<file path="config.mk">
export PLATFORM = sky130hd
export DESIGN_NAME = pressure_driven_speed_command_flat
export DESIGN_NICKNAME = d
export VERILOG_FILES = /design/src/hdl/psc_pkg.sv /design/src/hdl/psc_stream_if.sv /design/src/hdl/pressure_driven_speed_command.sv /design/src/hdl/psc_lane.sv /design/src/hdl/psc_divsqrt.sv /design/src/flat_wrapper.sv
export SDC_FILE = /design/constraint.sdc
export NUM_CORES = 1
export LEC_CHECK = 0
export CAP_MARGIN = 20
export CORE_ASPECT_RATIO = 0.8
export CORE_UTILIZATION = 50
export CTS_BUF_LIST = sky130_fd_sc_hd__clkbuf_8
export DETAILED_ROUTE_END_ITERATION = 12
export DONT_BUFFER_PORTS = 1
export PLACE_DENSITY = 0.77
export SKIP_CTS_REPAIR_TIMING = 1
export SYNTH_ARGS = -nofsm -noshare
export SYNTH_HDL_FRONTEND = slang
export SYNTH_SLANG_ARGS = --single-unit
</file>
<file path="constraint.sdc">
create_clock -name clk -period 2.1 [get_ports clk]
set_input_delay 0.63 -clock clk [delete_from_list [all_inputs] [get_ports clk]]
set_output_delay 0.63 -clock clk [all_outputs]
set_load 0.02 [all_outputs]
</file>
<file path="src/hdl/psc_pkg.sv">
// ----------------------------------------------------------------------------
// psc_pkg: shared definitions of the pressure-driven speed command
// Item types, action and mode codes, register indexes, thresholds and the
// state types of the sequencer and of the divide / square-root unit.
// ----------------------------------------------------------------------------
package psc_pkg;

  localparam int HISTORY_DEPTH_DEF = 8;

  localparam int CFG_INDEX_W = 3;
  localparam int CFG_DATA_W  = 16;

  // Divider dividend width; the ratio dividend is the travel shifted up by 30.
  localparam int DIV_W       = 48;
  localparam int RATIO_SHIFT = 30;
  localparam int ROOT_STEPS  = 16;

  localparam logic [15:0] PULL_THRESHOLD = 16'd1311;
  localparam logic [15:0] PUSH_THRESHOLD = 16'd1967;
  localparam int          STEADY_BOUND   = 19660;
  localparam logic [15:0] ROOT_ONE       = 16'd32768;

  localparam logic [1:0] MODE_PRESSURE = 2'd0;
  localparam logic [1:0] MODE_GLOVE    = 2'd1;
  localparam logic [1:0] MODE_JOG      = 2'd2;

  localparam logic [2:0] ACT_SAMPLE       = 3'd0;
  localparam logic [2:0] ACT_CALIBRATE    = 3'd1;
  localparam logic [2:0] ACT_CAPTURE_LOW  = 3'd2;
  localparam logic [2:0] ACT_CAPTURE_HIGH = 3'd3;
  localparam logic [2:0] ACT_SET_LOW      = 3'd4;
  localparam logic [2:0] ACT_SET_HIGH     = 3'd5;

  localparam logic [CFG_INDEX_W-1:0] REG_CONTROL_MODE = 3'd0;
  localparam logic [CFG_INDEX_W-1:0] REG_DRIVE_LIMIT  = 3'd1;
  localparam logic [CFG_INDEX_W-1:0] REG_JOG_LIMIT    = 3'd2;
  localparam logic [CFG_INDEX_W-1:0] REG_GLOVE_MIN    = 3'd3;
  localparam logic [CFG_INDEX_W-1:0] REG_GLOVE_MAX    = 3'd4;

  typedef struct packed {
    logic        [2:0]  action;
    logic        [15:0] pressure_a;
    logic        [15:0] pressure_b;
    logic signed [15:0] position;
    logic        [15:0] glove_reading;
    logic signed [15:0] limit_value;
  } in_item_t;

  typedef struct packed {
    logic signed [15:0] speed;
    logic               calibrated;
    logic               limits_valid;
  } out_item_t;

  typedef struct packed {
    logic shift;
    logic rotate;
    logic acc_clear;
    logic acc_en;
    logic capture;
    logic jog;
  } lane_ctrl_t;

  typedef enum logic [3:0] {
    ST_IDLE,
    ST_CAL,
    ST_CALCHK,
    ST_EVAL,
    ST_GMUL,
    ST_GDIV,
    ST_GWAIT,
    ST_GTGT,
    ST_RATIO,
    ST_SCALE,
    ST_DONE
  } psc_state_t;

  typedef enum logic [1:0] {
    U_IDLE,
    U_DIV,
    U_SQRT
  } psc_unit_t;

endpackage

</file>
<file path="src/hdl/psc_stream_if.sv">
// ----------------------------------------------------------------------------
// psc_stream_if: valid/ready channel
// Carries one item of type T per transaction from source to sink.
// ----------------------------------------------------------------------------
interface psc_stream_if #(
  parameter type T = logic
) ();
  logic valid;
  logic ready;
  T     data;

  modport source (output valid, output data, input ready);
  modport sink (input valid, input data, output ready);
endinterface

</file>
<file path="src/hdl/pressure_driven_speed_command.sv">
// ----------------------------------------------------------------------------
// pressure_driven_speed_command: speed command from two pressure channels
// Top level: channel lanes, divide / square-root unit, sequencer and the
// output register.
// ----------------------------------------------------------------------------
// One item is in work at a time; a finished result waits in the output
// register while the next item is taken. A limit action or an undefined
// action goes straight to the done state; a sample in jog mode or in the
// undefined mode passes through evaluation first. A sample in pressure mode
// ends after evaluation when neither channel acts, passes through the scale
// state when the position ratio saturates, and otherwise uses the shared
// divider (48 quotient steps) and square root (16 steps). A sample in glove
// mode can take one multiply, one 48-step divide for the target, then the
// ratio as above. Offset calibration rotates the history line of each
// channel lane once to sum neighbor steps, then checks steadiness.
// A stalled output holds the item in work in the done state.
// ----------------------------------------------------------------------------
module pressure_driven_speed_command #(
  parameter int HISTORY_DEPTH = psc_pkg::HISTORY_DEPTH_DEF
) (
  input  logic                            clk,
  input  logic                            rst,
  psc_stream_if.sink                      in_ch,
  psc_stream_if.source                    out_ch,
  input  logic                            cfg_we,
  input  logic [psc_pkg::CFG_INDEX_W-1:0] cfg_index,
  input  logic [psc_pkg::CFG_DATA_W-1:0]  cfg_data
);
  import psc_pkg::*;

  localparam int SumW = 16 + $clog2(HISTORY_DEPTH);
  localparam int CntW = $clog2(HISTORY_DEPTH);

  psc_state_t state, state_next;
  in_item_t   in_item;
  logic       in_acc;

  logic [1:0]  control_mode;
  logic [15:0] drive_limit;
  logic [15:0] jog_limit;
  logic [15:0] glove_min;
  logic [15:0] glove_max;

  logic signed [15:0] lower_limit;
  logic signed [15:0] upper_limit;
  logic signed [15:0] current_position;

  logic [CntW-1:0]    cnt;
  logic [15:0]        glove_r;
  logic signed [15:0] speed_r;
  logic               cal_r;
  logic               neg_r;
  logic [15:0]        mag_r;
  logic [15:0]        root_r;
  logic signed [33:0] prod_r;
  logic signed [35:0] target_r;

  logic       out_valid;
  out_item_t  out_data;

  lane_ctrl_t      ctrl_a, ctrl_b;
  logic [15:0]     lane_limit;
  logic [15:0]     lvl_a, lvl_b;
  logic [SumW-1:0] sum_a, sum_b;
  logic            steady;

  logic signed [16:0] span;
  logic signed [16:0] range_g;
  logic signed [16:0] gdiff;
  logic signed [16:0] pos17;
  logic               span_pos;
  logic               pull;
  logic               push;
  logic signed [16:0] p_num;
  logic signed [16:0] diff;
  logic signed [16:0] g_num;
  logic signed [16:0] ratio_num;
  logic               ratio_full;
  logic               between;
  logic               ratio_start;
  logic               gdiv_start;
  logic signed [15:0] jog_value;
  logic [33:0]        prod_mag;
  logic [15:0]        range_mag;
  logic signed [35:0] q_signed;
  logic signed [35:0] target_next;
  logic signed [35:0] lower36;
  logic signed [35:0] upper36;
  logic [15:0]        glove_cap;
  logic [31:0]        scaled;
  logic [15:0]        mag_next;

  logic             u_start;
  logic [DIV_W-1:0] u_dividend;
  logic [15:0]      u_divisor;
  logic             u_done;
  logic [DIV_W-1:0] u_quotient;
  logic [15:0]      u_root;

  assign in_item      = in_ch.data;
  assign in_acc       = in_ch.valid && in_ch.ready;
  assign in_ch.ready  = (state == ST_IDLE);
  assign out_ch.valid = out_valid;
  assign out_ch.data  = out_data;

  // Channel lanes.
  assign lane_limit = (control_mode == MODE_JOG) ? jog_limit : drive_limit;
  assign steady     = (sum_a <= SumW'(STEADY_BOUND)) && (sum_b <= SumW'(STEADY_BOUND));

  always_comb begin
    ctrl_a.shift     = in_acc && in_item.action == ACT_SAMPLE;
    ctrl_a.rotate    = (state == ST_CAL);
    ctrl_a.acc_clear = in_acc && in_item.action == ACT_CALIBRATE;
    ctrl_a.acc_en    = (state == ST_CAL) && cnt != CntW'(HISTORY_DEPTH - 1);
    ctrl_a.capture   = (state == ST_CALCHK) && steady;
    ctrl_a.jog       = (control_mode == MODE_JOG);
    ctrl_b           = ctrl_a;
  end

  psc_lane #(.Depth(HISTORY_DEPTH)) u_lane_a (
    .clk(clk), .rst(rst), .ctrl(ctrl_a), .sample(in_item.pressure_a),
    .limit(lane_limit), .level(lvl_a), .diff_sum(sum_a)
  );

  psc_lane #(.Depth(HISTORY_DEPTH)) u_lane_b (
    .clk(clk), .rst(rst), .ctrl(ctrl_b), .sample(in_item.pressure_b),
    .limit(lane_limit), .level(lvl_b), .diff_sum(sum_b)
  );

  // Merge of the lane results and the position geometry.
  assign span     = {upper_limit[15], upper_limit} - {lower_limit[15], lower_limit};
  assign range_g  = {1'b0, glove_max} - {1'b0, glove_min};
  assign gdiff    = {1'b0, glove_r} - {1'b0, glove_min};
  assign pos17    = {current_position[15], current_position};
  assign span_pos = span > 0;
  assign pull     = lvl_b >= PULL_THRESHOLD && current_position < upper_limit;
  assign push     = lvl_a >= PUSH_THRESHOLD && current_position > lower_limit;
  assign p_num    = pull ? {upper_limit[15], upper_limit} - pos17
                         : pos17 - {lower_limit[15], lower_limit};
  assign diff     = target_r[16:0] - pos17;
  assign g_num    = diff[16] ? -diff : diff;
  assign lower36  = 36'(lower_limit);
  assign upper36  = 36'(upper_limit);
  assign between  = target_r > lower36 && target_r < upper36;

  assign ratio_num  = (state == ST_GTGT) ? g_num : p_num;
  assign ratio_full = ratio_num >= span;

  always_comb begin
    jog_value = '0;
    if (lvl_a >= PUSH_THRESHOLD) jog_value = $signed({1'b0, lvl_a[15:1]});
    if (lvl_b >= PULL_THRESHOLD) jog_value = -$signed({1'b0, lvl_b[15:1]});
  end

  assign prod_mag    = prod_r[33] ? 34'(-prod_r) : 34'(prod_r);
  assign range_mag   = range_g[16] ? 16'(-range_g) : range_g[15:0];
  assign q_signed    = (prod_r[33] ^ range_g[16]) ? -$signed({2'b0, u_quotient[33:0]})
                                                  : $signed({2'b0, u_quotient[33:0]});
  assign target_next = upper36 - q_signed;

  assign glove_cap = drive_limit >> 1;
  assign scaled    = mag_r * root_r;
  assign mag_next  = (control_mode == MODE_GLOVE) ? ((root_r > glove_cap) ? glove_cap : root_r)
                                                 : scaled[31:16];

  // Shared divide / square-root unit.
  assign gdiv_start = (state == ST_GDIV);
  assign u_start    = ratio_start || gdiv_start;
  assign u_dividend = gdiv_start ? DIV_W'(prod_mag)
                                 : DIV_W'(ratio_num[15:0]) << RATIO_SHIFT;
  assign u_divisor  = gdiv_start ? range_mag : span[15:0];

  psc_divsqrt u_divsqrt (
    .clk(clk), .rst(rst), .start(u_start), .sqrt_en(ratio_start),
    .dividend(u_dividend), .divisor(u_divisor), .done(u_done),
    .quotient(u_quotient), .root(u_root)
  );

  // Sequencer.
  always_comb begin
    state_next = state;
    unique case (state)
      ST_IDLE: begin
        if (in_acc) begin
          unique case (in_item.action)
            ACT_SAMPLE:    state_next = ST_EVAL;
            ACT_CALIBRATE: state_next = ST_CAL;
            default:       state_next = ST_DONE;
          endcase
        end
      end
      ST_CAL: if (cnt == CntW'(HISTORY_DEPTH - 1)) state_next = ST_CALCHK;
      ST_CALCHK: state_next = ST_DONE;
      ST_EVAL: begin
        unique case (control_mode)
          MODE_PRESSURE: begin
            if (!span_pos || !(pull || push)) state_next = ST_DONE;
            else if (ratio_full) state_next = ST_SCALE;
            else state_next = ST_RATIO;
          end
          MODE_GLOVE: begin
            if (!span_pos || range_g == 0) state_next = ST_DONE;
            else state_next = ST_GMUL;
          end
          default: state_next = ST_DONE;
        endcase
      end
      ST_GMUL: state_next = ST_GDIV;
      ST_GDIV: state_next = ST_GWAIT;
      ST_GWAIT: if (u_done) state_next = ST_GTGT;
      ST_GTGT: begin
        if (!between || diff == 0) state_next = ST_DONE;
        else if (ratio_full) state_next = ST_SCALE;
        else state_next = ST_RATIO;
      end
      ST_RATIO: if (u_done) state_next = ST_SCALE;
      ST_SCALE: state_next = ST_DONE;
      ST_DONE: if (!out_valid || out_ch.ready) state_next = ST_IDLE;
      default: state_next = ST_IDLE;
    endcase
  end

  always_comb begin
    ratio_start = 1'b0;
    unique case (state)
      ST_EVAL: ratio_start = control_mode == MODE_PRESSURE && span_pos && (pull || push)
                             && !ratio_full;
      ST_GTGT: ratio_start = between && diff != 0 && !ratio_full;
      default: ratio_start = 1'b0;
    endcase
  end

  always_ff @(posedge clk) begin
    if (rst) begin
      state <= ST_IDLE;
    end else begin
      state <= state_next;
    end
  end

  // Configuration and persistent state.
  always_ff @(posedge clk) begin
    if (rst) begin
      control_mode     <= MODE_PRESSURE;
      drive_limit      <= 16'hFFFF;
      jog_limit        <= 16'h8000;
      glove_min        <= '0;
      glove_max        <= 16'hFFFF;
      lower_limit      <= 16'sd16384;
      upper_limit      <= '0;
      current_position <= '0;
    end else begin
      if (cfg_we) begin
        unique case (cfg_index)
          REG_CONTROL_MODE: control_mode <= cfg_data[1:0];
          REG_DRIVE_LIMIT:  drive_limit  <= cfg_data;
          REG_JOG_LIMIT:    jog_limit    <= cfg_data;
          REG_GLOVE_MIN:    glove_min    <= cfg_data;
          REG_GLOVE_MAX:    glove_max    <= cfg_data;
          default: ;
        endcase
      end
      if (in_acc) begin
        unique case (in_item.action)
          ACT_SAMPLE:       current_position <= in_item.position;
          ACT_CAPTURE_LOW:  lower_limit      <= current_position;
          ACT_CAPTURE_HIGH: upper_limit      <= current_position;
          ACT_SET_LOW:      lower_limit      <= in_item.limit_value;
          ACT_SET_HIGH:     upper_limit      <= in_item.limit_value;
          default: ;
        endcase
      end
    end
  end

  // Working registers of one transaction.
  always_ff @(posedge clk) begin
    if (rst) begin
      cnt   <= '0;
      cal_r <= 1'b0;
    end else begin
      unique case (state)
        ST_IDLE: begin
          if (in_acc) begin
            speed_r <= '0;
            cal_r   <= 1'b0;
            cnt     <= '0;
            glove_r <= in_item.glove_reading;
          end
        end
        ST_CAL: cnt <= cnt + 1'b1;
        ST_CALCHK: if (steady) cal_r <= 1'b1;
        ST_EVAL: begin
          neg_r  <= pull;
          mag_r  <= pull ? lvl_b : lvl_a;
          root_r <= ROOT_ONE;
          if (control_mode == MODE_JOG) speed_r <= jog_value;
        end
        ST_GMUL: prod_r <= gdiff * span;
        ST_GWAIT: if (u_done) target_r <= target_next;
        ST_GTGT: begin
          neg_r  <= diff > 0;
          root_r <= ROOT_ONE;
        end
        ST_RATIO: if (u_done) root_r <= u_root;
        ST_SCALE: speed_r <= neg_r ? -$signed(mag_next) : $signed(mag_next);
        default: ;
      endcase
    end
  end

  // Output register.
  always_ff @(posedge clk) begin
    if (rst) begin
      out_valid <= 1'b0;
    end else if (state == ST_DONE && (!out_valid || out_ch.ready)) begin
      out_valid              <= 1'b1;
      out_data.speed         <= speed_r;
      out_data.calibrated    <= cal_r;
      out_data.limits_valid  <= upper_limit > lower_limit;
    end else if (out_ch.ready) begin
      out_valid <= 1'b0;
    end
  end

  assert property (@(posedge clk) disable iff (rst)
    in_acc |=> state != ST_IDLE)
    else $error("accepted transaction did not start work");

  assert property (@(posedge clk) disable iff (rst)
    (state == ST_CAL && cnt == CntW'(HISTORY_DEPTH - 1)) |=> state == ST_CALCHK)
    else $error("history rotation did not end after one full turn");

  assert property (@(posedge clk) disable iff (rst)
    ctrl_a.capture |=> cal_r)
    else $error("offset capture without calibrated flag");

  assert property (@(posedge clk) disable iff (rst)
    (state == ST_SCALE && !neg_r) |=> !speed_r[15])
    else $error("push speed came out negative");
endmodule

</file>
<file path="src/hdl/psc_lane.sv">
// ----------------------------------------------------------------------------
// psc_lane: one pressure channel
// History line, offset, filtered level and the steadiness sum that is
// gathered one neighbor pair per cycle while the line rotates once.
// ----------------------------------------------------------------------------
module psc_lane #(
  parameter int  Depth = psc_pkg::HISTORY_DEPTH_DEF,
  localparam int SumW  = 16 + $clog2(Depth)
) (
  input  logic                clk,
  input  logic                rst,
  input  psc_pkg::lane_ctrl_t ctrl,
  input  logic [15:0]         sample,
  input  logic [15:0]         limit,
  output logic [15:0]         level,
  output logic [SumW-1:0]     diff_sum
);
  import psc_pkg::*;

  logic [15:0]     hist [Depth];
  logic [15:0]     offset;
  logic [SumW-1:0] acc;
  logic [19:0]     wsum;
  logic [17:0]     jsum;
  logic [15:0]     mean;
  logic [15:0]     above;
  logic [15:0]     absdiff;

  always_ff @(posedge clk) begin
    if (rst) begin
      for (int k = 0; k < Depth; k++) hist[k] <= '0;
    end else if (ctrl.shift) begin
      hist[0] <= sample;
      for (int k = 1; k < Depth; k++) hist[k] <= hist[k-1];
    end else if (ctrl.rotate) begin
      for (int k = 0; k < Depth - 1; k++) hist[k] <= hist[k+1];
      hist[Depth-1] <= hist[0];
    end
  end

  always_ff @(posedge clk) begin
    if (rst) begin
      offset <= '0;
      acc    <= '0;
    end else begin
      if (ctrl.capture) offset <= hist[0];
      if (ctrl.acc_clear) begin
        acc <= '0;
      end else if (ctrl.acc_en) begin
        acc <= acc + SumW'(absdiff);
      end
    end
  end

  assign absdiff = (hist[1] > hist[0]) ? hist[1] - hist[0] : hist[0] - hist[1];

  assign wsum = {1'b0, hist[0], 3'b0} + {2'b0, hist[1], 2'b0}
              + {3'b0, hist[2], 1'b0} + {4'b0, hist[3]};
  assign jsum = {2'b0, hist[0]} + {2'b0, hist[1]} + {2'b0, hist[2]} + {2'b0, hist[3]};

  always_comb begin
    mean  = ctrl.jog ? jsum[17:2] : wsum[19:4];
    above = (mean > offset) ? mean - offset : '0;
    level = (above > limit) ? limit : above;
  end

  assign diff_sum = acc;
endmodule

</file>
<file path="src/hdl/psc_divsqrt.sv">
// ----------------------------------------------------------------------------
// psc_divsqrt: shared restoring divider and integer square root
// One quotient bit per cycle, then optionally one root bit per cycle on the
// low bits of the quotient.
// ----------------------------------------------------------------------------
module psc_divsqrt (
  input  logic                      clk,
  input  logic                      rst,
  input  logic                      start,
  input  logic                      sqrt_en,
  input  logic [psc_pkg::DIV_W-1:0] dividend,
  input  logic [15:0]               divisor,
  output logic                      done,
  output logic [psc_pkg::DIV_W-1:0] quotient,
  output logic [15:0]               root
);
  import psc_pkg::*;

  localparam int CntW = $clog2(DIV_W);

  psc_unit_t        phase, phase_next;
  logic [CntW-1:0]  cnt;
  logic             chain;
  logic [DIV_W-1:0] quo;
  logic [15:0]      rem;
  logic [15:0]      dvs;
  logic [16:0]      trial;
  logic             ge;
  logic [DIV_W-1:0] quo_next;
  logic [30:0]      x;
  logic [30:0]      r;
  logic [30:0]      bitv;
  logic [30:0]      rb;

  assign trial    = {rem, quo[DIV_W-1]};
  assign ge       = trial >= {1'b0, dvs};
  assign quo_next = {quo[DIV_W-2:0], ge};
  assign rb       = r + bitv;

  always_comb begin
    phase_next = phase;
    unique case (phase)
      U_IDLE: if (start) phase_next = U_DIV;
      U_DIV: begin
        if (cnt == '0) phase_next = chain ? U_SQRT : U_IDLE;
      end
      U_SQRT: if (cnt == '0) phase_next = U_IDLE;
      default: phase_next = U_IDLE;
    endcase
  end

  always_ff @(posedge clk) begin
    if (rst) begin
      phase <= U_IDLE;
      done  <= 1'b0;
    end else begin
      phase <= phase_next;
      done  <= (phase == U_DIV && cnt == '0 && !chain) || (phase == U_SQRT && cnt == '0);
    end
  end

  always_ff @(posedge clk) begin
    unique case (phase)
      U_IDLE: begin
        if (start) begin
          quo   <= dividend;
          rem   <= '0;
          dvs   <= divisor;
          chain <= sqrt_en;
          cnt   <= CntW'(DIV_W - 1);
        end
      end
      U_DIV: begin
        quo <= quo_next;
        rem <= ge ? 16'(trial - {1'b0, dvs}) : trial[15:0];
        if (cnt == '0) begin
          x    <= quo_next[30:0];
          r    <= '0;
          bitv <= 31'd1 << 30;
          cnt  <= CntW'(ROOT_STEPS - 1);
        end else begin
          cnt <= cnt - 1'b1;
        end
      end
      U_SQRT: begin
        if (x >= rb) begin
          x <= x - rb;
          r <= (r >> 1) + bitv;
        end else begin
          r <= r >> 1;
        end
        bitv <= bitv >> 2;
        cnt  <= cnt - 1'b1;
      end
      default: ;
    endcase
  end

  assign quotient = quo;
  assign root     = r[15:0];
endmodule
</file>
<file path="src/flat_wrapper.sv">
// flat-port wrapper written by rule: the top's interface ports become plain ports
module pressure_driven_speed_command_flat import psc_pkg::*;
#(
  parameter int HISTORY_DEPTH = psc_pkg::HISTORY_DEPTH_DEF
)
  (clk, rst, cfg_we, cfg_index, cfg_data, in_ch_valid, in_ch_data, in_ch_ready, out_ch_valid, out_ch_data, out_ch_ready);
  psc_stream_if in_ch_i ();
  psc_stream_if out_ch_i ();
  input  logic clk;
  input  logic rst;
  input  logic cfg_we;
  input  logic [psc_pkg::CFG_INDEX_W-1:0] cfg_index;
  input  logic [psc_pkg::CFG_DATA_W-1:0] cfg_data;
  input wire logic [$bits(in_ch_i.valid)-1:0] in_ch_valid;
  input wire logic [$bits(in_ch_i.data)-1:0] in_ch_data;
  output wire logic [$bits(in_ch_i.ready)-1:0] in_ch_ready;
  output wire logic [$bits(out_ch_i.valid)-1:0] out_ch_valid;
  output wire logic [$bits(out_ch_i.data)-1:0] out_ch_data;
  input wire logic [$bits(out_ch_i.ready)-1:0] out_ch_ready;
  assign in_ch_i.valid = in_ch_valid;
  assign in_ch_i.data = in_ch_data;
  assign in_ch_ready = in_ch_i.ready;
  assign out_ch_valid = out_ch_i.valid;
  assign out_ch_data = out_ch_i.data;
  assign out_ch_i.ready = out_ch_ready;
  pressure_driven_speed_command #(.HISTORY_DEPTH(HISTORY_DEPTH)) u_core (.clk(clk), .rst(rst), .in_ch(in_ch_i), .out_ch(out_ch_i), .cfg_we(cfg_we), .cfg_index(cfg_index), .cfg_data(cfg_data));
endmodule
</file>
==> metrics.yaml, run 1 <==
status: "finished clean"
fp.dieW_um: 53.0
htreeDepth: 1
grt_pass1_vias: 720
ant_nets: 0
core_area_mm2: 0.00193
die_h_um: 42.8
p_total_mw: 1.04
cp_max_fo: 7
fmax_mhz: 512
hold_path_class: "in -> reg"
clock-root-buffer: "clkbuf_8"
crit_chain: "inv_1 > ha_1 > inv_1 > o21ai_0"
nNetsFinal: 159
first_pass_iters: 4
fillers: 177
power_leakage_nw: 0.427
skew_ns: 0.00217
fin_cells: 151
dp.cells: 147
layout_setup_ws_ns: 0.148
place_ws_ns: 0.158
seqCellArea_um2: 430
synth_top_family_by_area: "simple AND/OR/NAND/NOR gates"
relSlewSlack: 0.424
drc: 0
rows: 14
syn_avg_cell_area_um2: 7.95
start_util: 0.540
synthSimpleGateAreaFrac: 0.221
fin_crit_ns: 1.95
critPathRequiredTime_ns: 1.98
synth_area_mm2: 0.00104
via_count: 830
netlist.top_cell.by_area: "dfxtp_1"
synth_warnings: 0
critPathMaxStageDelay_ns: 0.67
portBuffers: 0
synthXorXnorAreaFrac: 0.0337
setup.worst_path.start: "u_core.u_divsqrt.phase[0]"
rsz0062_at_grt: "no"
cts.sinks: 18
synthCells: 131
arrival_ns: 1.83
ios: 28
cts_buffers: 3
cpMostUsedCell: "inv_1"
multiInputGateArea_um2: 528
synth_compound_area_frac: 0.163
worst_pin_slew_ns: 0.855
gp_congestion: 0.837
ys_seq_elements: 18
synth_adder_area_share: 0.0721
grt_max_degree: 15
r2r_start: "u_core.u_divsqrt.phase[0]"
crit_path_end_kind: "flip-flop"
hold_start: "rst"
dp_hpwl_mm: 1.27
drv_cap: 0
synth_area_leaders: "dfxtp_1 (21%), edfxtp_1 (20%), nor2_1 (9.0%)"
utilization: 0.568
antennaDiodeCount: 0
cts_max_path_buffers: 2
yosysUniqueCellTypes: 28
clk_latency_ns: 0.25
fin_tns_setup_ns: 0
area_delta_synth_final_pct: 5.05
drtIter0Drc: 15
layout-drive-gt1-share: 0.0472
setup_violations: 0
viasPerCell: 5.50
ir_drop_uv: 575
grt_usage: 0.181
clkTransAtPathRegs_ns: 0.07
wirelength_mm: 1.79
grt_pass1_wl_mm: 3.02
post-route-period-util: 0.930
synth_top_area_share: 0.212
die-area_mm2: 0.00227
slew_violations: 0
hold_viol_final: 0
critPathSlowestCell: "o21ai_0"
synth_mux_area_frac: 0.00962
criticalPathCategory: "reg -> reg"
wl_per_cell_um: 11.9
cts_tree: "yes"
antenna_found_initial: 0
critPathLaunchType: "flip-flop"
power_density_mw_per_mm2: 947
seq_area_frac_synth: 0.413
overflow: 0
==> layer usage <==
layer	wire length [um]	vias to the layer above	track usage
met4	11	0	0.0632
li1	-	430	-
met1	902	382	0.257
met5	0	-	0
met2	807	16	0.266
met3	69	2	0.0430
==> worst max-delay path: cells and delay by family, from the launching register on <==
kind	cells	cell delay, ns
AOI/OAI and AO/OA	1	0.67
adders and majority gates	1	0.41
DFF	1	0.36
buffers and inverters	2	0.14
==> cell usage after synthesis (all sizes together) <==
cell and count:
ha 6, a32oi 4, a22oi 1, a31oi 1, mux2i 1, a21o 1
dfxtp 11, nand3 1, nor3 6, nor4bb 2, and3b 1, xnor2 1
clkbuf 10, nor2b 3, nor4 1, buf 2, nor2 25, o31a 1
xor2 3, inv 10, edfxtp 7, conb 1, nand2b 1, nand3b 1
a21oi 11, o21ai 10, nand2 9
==> placed cells by master (no fill, tap or decap), drive strengths merged, types with 2 or more instances in the layout <==
cell type / n
nor2: 25
a21oi: 11
dfxtp: 11
inv: 10
o21ai: 10
nand2: 9
edfxtp: 7
nor3: 6
ha: 6
a32oi: 4
nor2b: 3
xor2: 3
clkbuf: 3
buf: 3
nor4bb: 2
conb: 2
==> area by class of cell <==
type	instances	share of cell area
clock buffer	3	0.0378
clock inverter	1	0.00343
inverter	10	0.0343
multi-input combinational	92	0.483
sequential	18	0.394
tap	24	0.0275
timing repair buffer	3	0.0206
==> flip-flops by register name (all words and copies together), names as in the netlist <==
signal,cells
u_core.u_divsqrt.cnt,6
u_core.u_divsqrt.chain,1
u_core.u_divsqrt.phase,2
u_core.out_ch.valid,1
u_core.u_divsqrt.done,1
u_core.cnt,3
u_core.state,4
==> path summary, 6_finish.rpt <==
check | endpoint | cells after the start | slack (ns)
setup / recovery | u_core.u_divsqrt.cnt[1] | 4 | 0.15
hold / removal | u_core.out_ch.valid | 1 | 0.44
setup reg to reg | u_core.u_divsqrt.cnt[1] | 4 | 0.15
hold reg to reg | u_core.cnt[2] | 2 | 0.50
==> logic make-up (layout without fill, tap and decap cells) <==
kind of cell | after synthesis | count (layout)
AND/OR/NAND/NOR | 50 | 50
AO/OA/AOI/OAI | 29 | 29
buffers and inverters | 22 | 17
flip-flops | 18 | 18
adder cells (fa/ha/maj) | 6 | 6
XOR/XNOR | 4 | 4
other | 1 | 2
multiplexers | 1 | 1
==> where the power goes <==
part	switching (mW)	internal [mW]	leakage [nW]
registers	0.0725	0.396	0.151
clock network	0.114	0.130	0.0231
logic	0.164	0.159	0.253
==> per-stage QoR <==
step	cell area, um^2	hold WS (ns)
final	1090	0.440
after floorplan	1040	0.458
after CTS	1090	0.436
after detailed placement	1050	0.491
after global routing	1090	0.431
after global placement	1050	0.473
(Power assumes the default switching activity.)
==> run 2: changes to the inputs <==
--- a/config.mk
+++ b/config.mk
@@ -11,7 +11,6 @@
 export CTS_BUF_LIST = sky130_fd_sc_hd__clkbuf_8
 export DETAILED_ROUTE_END_ITERATION = 12
 export DONT_BUFFER_PORTS = 1
-export PLACE_DENSITY = 0.77
 export SKIP_CTS_REPAIR_TIMING = 1
 export SYNTH_ARGS = -nofsm -noshare
 export SYNTH_HDL_FRONTEND = slang
==> run 2 against run 1 <==
Combinational power is 9.3% higher. Maximum frequency is 1.2% higher. Final area is 1.4% higher. Non-clock buffer count is 2 higher. Final cell count is 1.3% higher. Sequential power is 6.0% lower. Power is 0.15% lower. Core utilization is 0.78 points higher. Clock power is 2% lower. Critical path type is now reg -> out. Critical endpoint is now in_ch_ready.
==> metrics.yaml, run 2 (synthesis results as in run 1) <==
fin_crit_ns: 1.93  # -0.0222 ns
arrival_ns: 1.30  # -0.53 ns
fillers: 186  # +5.1%
via_count: 808  # -2.7%
die-area_mm2: 0.00227  # unchanged
largest_registers: "u_core.u_divsqrt.cnt (6), u_core.state (4), u_core.cnt (3)"
met3_usage: 0.0681  # +0.0251
relSlewSlack: 0.614  # +0.190
viasPerCell: 5.28  # -3.9%
fp.dieW_um: 53.0  # unchanged
antenna_found_initial: 0  # unchanged
clk_latency_ns: 0.25  # about the same
grt_use_met1: 0.291  # +0.0339
nNetsFinal: 161  # +1.3%
hold_path_class: "in -> reg"
layout_common_cells: "nor2_1 (25), inv_1 (11), a21oi_1 (11), dfxtp_1 (11)"
drtIter0Drc: 31  # +16
skew_ns: 0.00589  # +0.00372 ns
start_util: 0.540  # unchanged
cp_max_fo: 8  # +1
power_leakage_nw: 0.441  # +3.4%
worst_pin_slew_ns: 0.575  # -0.280 ns
slew_violations: 0  # unchanged
overflow: 0  # unchanged
drc: 0  # unchanged
clock-root-buffer: "clkbuf_8"
clkTransAtPathRegs_ns: 0.07  # about the same
ios: 28  # unchanged
dpl_cell_area_mm2: 0.00106  # +1.4%
setup_violations: 0  # unchanged
portBuffers: 0  # unchanged
cts_tree: "yes"
critPathLaunchType: "flip-flop"
layout-drive-gt1-share: 0.0620  # +0.0148
cts_max_path_buffers: 2  # unchanged
criticalPathCategory: "reg -> out"
status: "finished clean"
fmax_mhz: 518  # +1.2%
power_density_mw_per_mm2: 933  # -1.5%
first_pass_iters: 4  # unchanged
wl_per_cell_um: 12.0  # +0.84%
gp_congestion: 0.888  # +6.1%
rows: 14  # unchanged
rsz0062_at_grt: "no"
ir_drop_uv: 836  # +45%
grt-busiest-layer: "met1"
wirelength_mm: 1.83  # +2.2%
final_common_cell: "nor2_1"
dp_hpwl_mm: 1.37  # +7.5%
antennaDiodeCount: 0  # unchanged
grt_pass1_vias: 755  # +4.9%
drv_cap: 0  # unchanged
core_area_mm2: 0.00193  # unchanged
grt_pass1_wl_mm: 3.24  # +7.1%
cts_buffers: 3  # unchanged
largest_reg_flops: 6  # unchanged
hold_ws_ns: 0.440  # -0.000302 ns
utilization: 0.575  # +0.00779
hold_viol_final: 0  # unchanged
die_h_um: 42.8  # unchanged
fin_tns_setup_ns: 0  # unchanged
top_register: "u_core.u_divsqrt.cnt"
cts.sinks: 18  # unchanged
grt_usage: 0.198  # +0.0171
ant_nets: 0  # unchanged
crit_path_end_kind: "primary output"
critPathRequiredTime_ns: 1.47  # -0.51 ns
htreeDepth: 1  # unchanged
met2_usage: 0.268  # +0.00253
area_delta_synth_final_pct: 6.49
post-route-period-util: 0.919  # -0.0106
finalInstanceArea_mm2: 0.00111  # +1.4%
grt_max_degree: 12  # -3
==> run 2: cell types whose count changed in the layout (fill, tap and decap cells not counted) <==
cell	delta
o21ai_0	-1
clkinv_1	-1
buf_4	+2
o21ai_1	+1
inv_1	+1
==> run 2: final cells by class <==
class / instances / area [um^2] / area share
Clock buffer: 3 / 41.3 / 0.0372
Clock inverter: 1 / 3.75 / 0.00339
Inverter: 10 / 37.5 / 0.0339
Multi-Input combinational cell: 92 / 528 / 0.476
Sequential cell: 18 / 430 / 0.388
Tap cell: 24 / 30.0 / 0.0271
Timing Repair Buffer: 5 / 37.5 / 0.0339
==> run 2: where the power goes <==
| group | leakage [nW] | switching, mW | internal (mW) |
|---|---|---|---|
| Sequential | 0.151 | 0.0440 | 0.396 |
| Clock | 0.0269 | 0.110 | 0.130 |
| Combinational | 0.263 | 0.193 | 0.161 |
| Total | 0.441 | 0.347 | 0.687 |
==> run 2: worst max-delay path, stage by stage, from the launching register on <==
cell	delay [ns]
dfxtp_1	0.39
buf_4	0.19
nor4_1	0.28
buf_4	0.19
==> run 2: path summary, 6_finish.rpt <==
check	startpoint	to	depth (start not counted)	slack (ns)
worst max-delay path	u_core.state[0]	in_ch_ready	3	0.17
worst min-delay path	rst	u_core.state[3]	1	0.44
worst max register to register	u_core.cnt[0]	u_core.state[3]	8	0.35
worst min register to register	u_core.cnt[2]	u_core.cnt[2]	2	0.50
==> run 2: stage by stage <==
stage,setup slack [ns],total power [mW],std cells
2_1_floorplan,0.227,0.706,132
5_1_grt,0.0621,1.10,153
4_1_cts,0.0793,1.04,153
3_5_place_dp,0.109,0.799,149
6_report,0.170,1.03,153
3_3_place_gp,0.134,0.794,149
==> run 2: routing by layer <==
layer	vias up	routed length, um
met3	2	122
li1	434	-
met4	0	19
met2	23	695
met1	349	990
met5	-	0
==> run 3: changes to the inputs <==
--- a/config.mk
+++ b/config.mk
@@ -11,6 +11,8 @@
 export CTS_BUF_LIST = sky130_fd_sc_hd__clkbuf_8
 export DETAILED_ROUTE_END_ITERATION = 12
 export DONT_BUFFER_PORTS = 1
+export GPL_TIMING_DRIVEN = 0
+export PLACE_DENSITY_LB_ADDON = 0.15
 export SKIP_CTS_REPAIR_TIMING = 1
 export SYNTH_ARGS = -nofsm -noshare
 export SYNTH_HDL_FRONTEND = slang
==> constraint.sdc (replaced) <==
create_clock -name clk -period 2.1 [get_ports clk]
set_input_delay 0.42 -clock clk [delete_from_list [all_inputs] [get_ports clk]]
set_output_delay 0.42 -clock clk [all_outputs]
set_load 0.02 [all_outputs]
==> run 3 against run 2 <==
Final cell count up 4.6%. Wire length up 12%. Die area unchanged. Sequential power up 2%. Maximum frequency up 3.1%. Largest cell class unchanged. Highest routed layer unchanged. Final area up 1.6%. Clock power up 3%. Critical endpoint is now u_core.state[3]. Hold slack worse by 0.051 ns. Clock skew up 0.0029 ns. Worst setup slack better by 0.058 ns. Global-route usage up 1.5 points.
==> metrics.yaml, run 3 (synthesis results as in run 1) <==
cts.sinks: 18  # unchanged
start_util: 0.540  # unchanged
nNetsFinal: 168  # +4.3%
hold_path_class: "in -> reg"
power_leakage_nw: 0.435  # -1.4%
via_count: 876  # +8.4%
post-route-period-util: 0.892  # -0.0276
dp_hpwl_mm: 1.48  # +8.4%
grt_pass1_vias: 801  # +6.1%
grt_pass1_wl_mm: 3.48  # +7.4%
fp.dieW_um: 53.0  # unchanged
final_common_cell: "nor2_1"
r2r_start: "u_core.state[2]"
die-area_mm2: 0.00227  # unchanged
finalInstanceArea_mm2: 0.00113  # +1.6%
power_density_mw_per_mm2: 907  # -2.7%
critPathRequiredTime_ns: 2.30  # +0.83 ns
r2r_cells: 7  # -1
p_total_mw: 1.02  # -1.2%
fin_tns_setup_ns: 0  # unchanged
clkTransAtPathRegs_ns: 0.07  # about the same
arrival_ns: 2.07  # +0.77 ns
ir_drop_uv: 575  # -31%
fmax_mhz: 534  # +3.1%
setup.worst_path.start: "u_core.state[2]"
rsz0062_at_grt: "yes"
cts_tree: "yes"
worst_pin_slew_ns: 0.553  # -0.0226 ns
cts_buffers: 3  # unchanged
antennaDiodeCount: 0  # unchanged
dpl_cell_area_mm2: 0.00107  # +1.1%
ios: 28  # unchanged
antenna_found_initial: 0  # unchanged
rows: 14  # unchanged
r2r_setup_slack_ns: 0.23  # -0.12 ns
wirelength_mm: 2.05  # +12%
reg2reg_to: "u_core.state[3]"
drc: 0  # unchanged
die_h_um: 42.8  # unchanged
first_pass_iters: 4  # unchanged
top_register: "u_core.u_divsqrt.cnt"
criticalPathCategory: "reg -> reg"
layout_setup_ws_ns: 0.228  # +0.0580 ns
holdPathStages: 3  # +2
ant_nets: 0  # unchanged
wl_per_cell_um: 12.8  # +7.0%
grt_max_degree: 11  # -1
fin_cells: 160  # +4.6%
slew_violations: 0  # unchanged
relSlewSlack: 0.629  # +0.0152
grt_usage: 0.213  # +0.0150
largest_reg_flops: 6  # unchanged
place_ws_ns: 0.0930  # -0.0160 ns
skew_ns: 0.00883  # +0.00294 ns
hold_viol_final: 0  # unchanged
cp_max_fo: 8  # unchanged
utilization: 0.584  # +0.00909
largest_registers: "u_core.u_divsqrt.cnt (6), u_core.state (4), u_core.cnt (3)"
clock-root-buffer: "clkbuf_8"
core_area_mm2: 0.00193  # unchanged
crit_path_end_kind: "flip-flop"
htreeDepth: 1  # unchanged
clk_latency_ns: 0.26  # about the same
portBuffers: 0  # unchanged
viasPerCell: 5.48  # +3.7%
dp.cells: 156  # +4.7%
layout-drive-gt1-share: 0.0368  # -0.0253
gp_congestion: 0.851  # -4.1%
hold_path_end: "u_core.out_ch.valid"
overflow: 0  # unchanged
drv_cap: 0  # unchanged
fin_crit_ns: 1.87  # -0.0580 ns
setup_violations: 0  # unchanged
critPathLaunchType: "flip-flop"
status: "finished clean"
hold_ws_ns: 0.389  # -0.0508 ns
drtIter0Drc: 29  # -6.5%
area_delta_synth_final_pct: 8.17
cts_max_path_buffers: 2  # unchanged
layout_common_cells: "nor2_1 (25), inv_1 (11), a21oi_1 (11), dfxtp_1 (11), clkbuf_1 (10)"
hold_start: "out_ch_ready"
## run 3: worst max path at each step
stage	endpoint	slack, ns	cells after the start
floorplan	in_ch_ready	0.44	2
global placement	u_core.u_divsqrt.cnt[2]	0.16	4
detailed placement	u_core.u_divsqrt.cnt[2]	0.09	4
CTS	in_ch_ready	0.02	2
global route	u_core.state[3]	-0.005	7
finish	u_core.state[3]	0.23	7
## run 3: metal layers
metal  vias to the layer above  part of all wire  track usage
li1                        448                 -            -
met1                       403              0.53        0.300
met2                        23              0.41        0.311
met3                         2             0.062       0.0753
met4                         0            0.0020       0.0474
met5                         -                 0            0
## run 3: cell type report
cell class | instances | area, um^2
Multi-Input combinational cell | 92 | 534
Fill cell | 182 | 801
Inverter | 10 | 37.5
Sequential cell | 18 | 430
Buffer | 12 | 48.8
Clock inverter | 1 | 3.75
Tap cell | 24 | 30.0
Clock buffer | 3 | 41.3
## run 3: critical path, cell delays in order, from the launching register on
cell and delay [ns]:
dfxtp_1 0.37, clkbuf_1 0.31, nor3_1 0.17, a32oi_1 0.20, o31a_1 0.31, nor4bb_1 0.31
a21oi_1 0.06, nor2_1 0.08
## run 3: report_power, final
group	switching [mW]	leakage (nW)	internal, mW
sequential	0.0517	0.151	0.396
clock	0.116	0.0269	0.130
combinational	0.198	0.257	0.131
